`src/design/wmft_pkg.sv`:
```
// Shared types and constants for the window maximum frequency tracker.
`timescale 1ns / 1ps
`default_nettype none

package wmft_pkg;

  // Default widths of the value space and of the occurrence counts
  localparam int DefValueBits = 16;
  localparam int DefCountBits = 12;

  // Width of the reported maximum
  localparam int MaxOutBits = 12;

  // Opcodes of an input word
  localparam logic OP_ADD    = 1'b0;
  localparam logic OP_REMOVE = 1'b1;

  // Fault codes of a result word
  localparam logic [1:0] FAULT_OK        = 2'd0;
  localparam logic [1:0] FAULT_ABSENT    = 2'd1;
  localparam logic [1:0] FAULT_SATURATED = 2'd2;

  // Controller states
  typedef enum logic [2:0] {
    ST_CLEAR,
    ST_IDLE,
    ST_LOOK,
    ST_UPDATE,
    ST_BUMP,
    ST_DONE
  } state_t;

  // Commands from controller to datapath
  typedef struct packed {
    logic clear;
    logic load;
    logic look;
    logic update;
    logic bump;
    logic emit;
  } cmd_t;

  // Status from datapath to controller
  typedef struct packed {
    logic clear_last;
    logic fault_hit;
  } status_t;

endpackage

`default_nettype wire

```
`src/design/wmft_ctrl.sv`:
```
// Controller: sequencing of clearing, lookup, update and result hand-off.
`timescale 1ns / 1ps
`default_nettype none

module wmft_ctrl (
  input  wire logic               clk,
  input  wire logic               rst,
  input  wire logic               in_valid,
  output logic                    in_stall,
  output logic                    out_valid,
  input  wire logic               out_stall,
  input  wire wmft_pkg::status_t  status,
  output wmft_pkg::cmd_t          cmd
);
  import wmft_pkg::*;

  state_t state;
  state_t state_next;
  logic   out_free;

  assign out_free = ~out_valid | ~out_stall;
  assign in_stall = (state != ST_IDLE);

  // State register
  always_ff @(posedge clk) begin
    if (rst) begin
      state <= ST_CLEAR;
    end else begin
      state <= state_next;
    end
  end

  // Next state and commands
  always_comb begin
    state_next = state;
    cmd        = '0;
    case (state)
      ST_CLEAR: begin
        cmd.clear = 1'b1;
        if (status.clear_last) begin
          state_next = ST_IDLE;
        end
      end
      ST_IDLE: begin
        if (in_valid) begin
          cmd.load   = 1'b1;
          state_next = ST_LOOK;
        end
      end
      ST_LOOK: begin
        cmd.look   = 1'b1;
        state_next = status.fault_hit ? ST_DONE : ST_UPDATE;
      end
      ST_UPDATE: begin
        cmd.update = 1'b1;
        state_next = ST_BUMP;
      end
      ST_BUMP: begin
        cmd.bump   = 1'b1;
        state_next = ST_DONE;
      end
      ST_DONE: begin
        if (out_free) begin
          cmd.emit   = 1'b1;
          state_next = ST_IDLE;
        end
      end
      default: begin
        state_next = ST_CLEAR;
      end
    endcase
  end

  // Output valid: set on emit, drop when the word is taken
  always_ff @(posedge clk) begin
    if (rst) begin
      out_valid <= 1'b0;
    end else if (cmd.emit) begin
      out_valid <= 1'b1;
    end else if (~out_stall) begin
      out_valid <= 1'b0;
    end
  end

endmodule

`default_nettype wire

```
`config.mk`:
```
export PLATFORM = sky130hd
export DESIGN_NAME = wmft_ctrl
export DESIGN_NICKNAME = d
export VERILOG_FILES = /design/src/design/wmft_pkg.sv /design/src/design/wmft_ctrl.sv
export SDC_FILE = /design/constraint.sdc
export NUM_CORES = 1
export LEC_CHECK = 0
export BUFFER_PORTS_ARGS = -buffer_cell sky130_fd_sc_hd__buf_2
export CAP_MARGIN = 20
export CORE_AREA = 2 2 39 41
export CTS_CLUSTER_SIZE = 20
export DETAILED_ROUTE_END_ITERATION = 10
export DIE_AREA = 0 0 41 43
export PLACE_DENSITY = 0.41
export SLEW_MARGIN = 25
export SYNTH_ARGS = -nofsm -noshare
export SYNTH_HDL_FRONTEND = slang
export SYNTH_SLANG_ARGS = --single-unit
```
`constraint.sdc`:
```
create_clock -name clk -period 1.5 [get_ports clk]
set_input_delay 0.225 -clock clk [delete_from_list [all_inputs] [get_ports clk]]
set_output_delay 0.225 -clock clk [all_outputs]
set_load 0.01 [all_outputs]
```
==> results.toml <==
[critical_path]
critical_path_class = "flip-flop to primary output"
rr_endpoint = "state[1]"
regToRegStartpoint = "state[1]"
cp-startpoint = "state[1]"
critPathMaxFanout = 10
worst-r2r-setup-slack_ps = 490
crit_required_ps = 1270
end_kind = "primary output"
critical_path.startpoint_type = "flip-flop"
reg2regPathDepth = 3
critical_path.endpoint = "cmd[0]"
cp.arrival_ps = 1140

[floorplan]
die-width_um = 41
rows = 14
start_util_pct = 18.4
core-area_um2 = 1380
dieArea_um2 = 1760
die_h_um = 43
io_pins = 14

[timing]
min_period_over_period_pct = 91.3
fmax_mhz = 730
whs_ps = 264
slew_headroom_pct = 76.6
drv_slew = 0
finalSetupViolCount = 0
worst_slew_pin_slew_ps = 350
grt_setup_unrepaired = "no"
timing.clock.skew_ps = 8.71
fin_crit_ps = 1370
hold_violations = 0
fin_setup_tns_ps = 0

[cts]
postCtsHoldBufs = 0
htreeDepth = 1
clk_pin_slew_ps = 40
clock-sinks = 4
cts_tree = "done"
root_buffer = "clkbuf_4"
cts_setup_buffers = 0
insertion_delay_ps = 240
ctsResizeCount = 0
cts-buffers-inserted = 3
clockBufferDepth = 2

[grt]
grt_pass1_wl_um = 979
grt_pass1_vias = 236
grt_overflow_total = 0
antenna_found_initial = 0
track_usage_pct = 8.63
grt_max_degree = 11

[layout]
fillers = 156
area_growth_pct = 36.9
layout_commonest_cell = "buf_2"
post-route-util_pct = 25.1
layout.nets = 54
diodes = 0
fin_cells = 62
drive_above_1_share_pct = 43.5
final_cell_mix = "buf_2 (13), nand2_1 (4), nor2_1 (4), dfxtp_1 (4)"

[pwr]
power_density_nw_per_um2 = 989
clkPwrFrac_pct = 39.0
intPower_mw = 0.245
p_sw_share_pct = 28.6
p_leak_nw = 0.172
p_sw_mw = 0.0985
seqPwrFrac_pct = 36.2
p_comb_share_pct = 24.7
peakVddDrop_v = 0.000695

[synth]
yosys_warnings = 0
synth_nets = 38
ys_seq_area_share_pct = 31.5
ys_seq_elements = 4
syn_avg_cell_area_um2 = 7.94
synth.cell_area_um2 = 254
syn_inst = 32
ys_types = 19

[status]
outcome = "completed"

[detailed_routing]
met2_length_um = 252
via_per_inst = 4.29
final_antenna_net_count = 0
wl_met1_um = 280
top_layer = "met3"
drc = 0
num_vias = 266
drt-total-wl_um = 608
firstDrtPassIters = 4
wl_met3_um = 75
wire_per_inst_um = 9.81
drtIter0Drc = 13

[place]
dp_cells = 59
port_buffers = 13
place.gp.congestion = 0.654
dp_hpwl_um = 464

[run]
cap_violations = 0

[min_path]
min_path_type = "primary input to flip-flop"
min-delay-start = "rst"
[power groups by stage]
stage | Combinational [mW] | Clock, mW | Sequential [mW]
6_report | 0.0850 | 0.134 | 0.125
5_1_grt | 0.0965 | 0.150 | 0.126
4_1_cts | 0.0863 | 0.138 | 0.125
3_5_place_dp | 0.0861 | 0 | 0.126
3_3_place_gp | 0.0862 | 0 | 0.127
2_1_floorplan | 0.0666 | 0 | 0.118
[logic make-up after synthesis]
kind of cell,Yosys count,share of synthesized area [%]
AND/OR/NAND/NOR,17,42.4
AO/OA/AOI/OAI,7,16.3
flip-flops,4,31.5
buffers and inverters,4,9.85
[final cells by class]
cell class | instances | area (um2) | area share, %
flip-flops and latches | 4 | 80.1 | 23.0
inverters | 1 | 3.75 | 1.08
repair buffers | 14 | 72.6 | 20.9
clock buffers | 3 | 22.5 | 6.47
well taps | 16 | 20.0 | 5.76
multi-input cells | 24 | 149 | 42.8
[synthesized netlist by cell type]
cell / number / share of area, %
inv_1: 1 / 1.5
nand2_1: 4 / 5.9
nor2_1: 4 / 5.9
or2_1: 1 / 2.5
buf_6: 1 / 4.4
nor2b_4: 1 / 5.4
nor3_2: 1 / 3.9
a22oi_1: 1 / 3.0
buf_2: 2 / 3.9
dfxtp_1: 4 / 32
o22ai_1: 1 / 2.5
nand2b_1: 1 / 2.5
nor3b_1: 2 / 5.9
a21oi_1: 3 / 5.9
o21ai_0: 1 / 2.0
nor3_1: 1 / 2.0
a21o_1: 1 / 3.0
and2_1: 1 / 2.5
nor4b_2: 1 / 5.9
[how the worst min path moves through the flow]
stage                            to  slack, ps  cells past startpoint
after global routing       state[1]        280                      2
after global placement    out_valid        500                      2
after floorplan           out_valid        290                      1
final                      state[1]        260                      2
after CTS                  state[1]        270                      2
after detailed placement  out_valid        510                      2
[stage by stage]
stage / total power [mW] / worst slack, ps / cell area (um2)
6_report: 0.344 / 131 / 348
5_1_grt: 0.372 / 8.16 / 348
4_1_cts: 0.349 / 126 / 348
3_5_place_dp: 0.212 / 388 / 325
3_3_place_gp: 0.213 / 372 / 325
2_1_floorplan: 0.185 / 424 / 254
[sequential cells by signal (all words and copies together) (netlist names)]
signal     flops
out_valid      1
state          3
[critical path, cell delays in order, from the launching register on]
cell	delay [ps]
dfxtp_1	400
nor2b_4	170
nand2_1	80
a21oi_1	120
buf_2	140
[layer usage]
metal / track usage (%) / vias to the layer above
li1: - / 137
met5: 0 / -
met1: 10.9 / 115
met3: 6.28 / 0
met2: 11.6 / 14
met4: 2.00 / 0
Power figures use the tool's default switching activity.
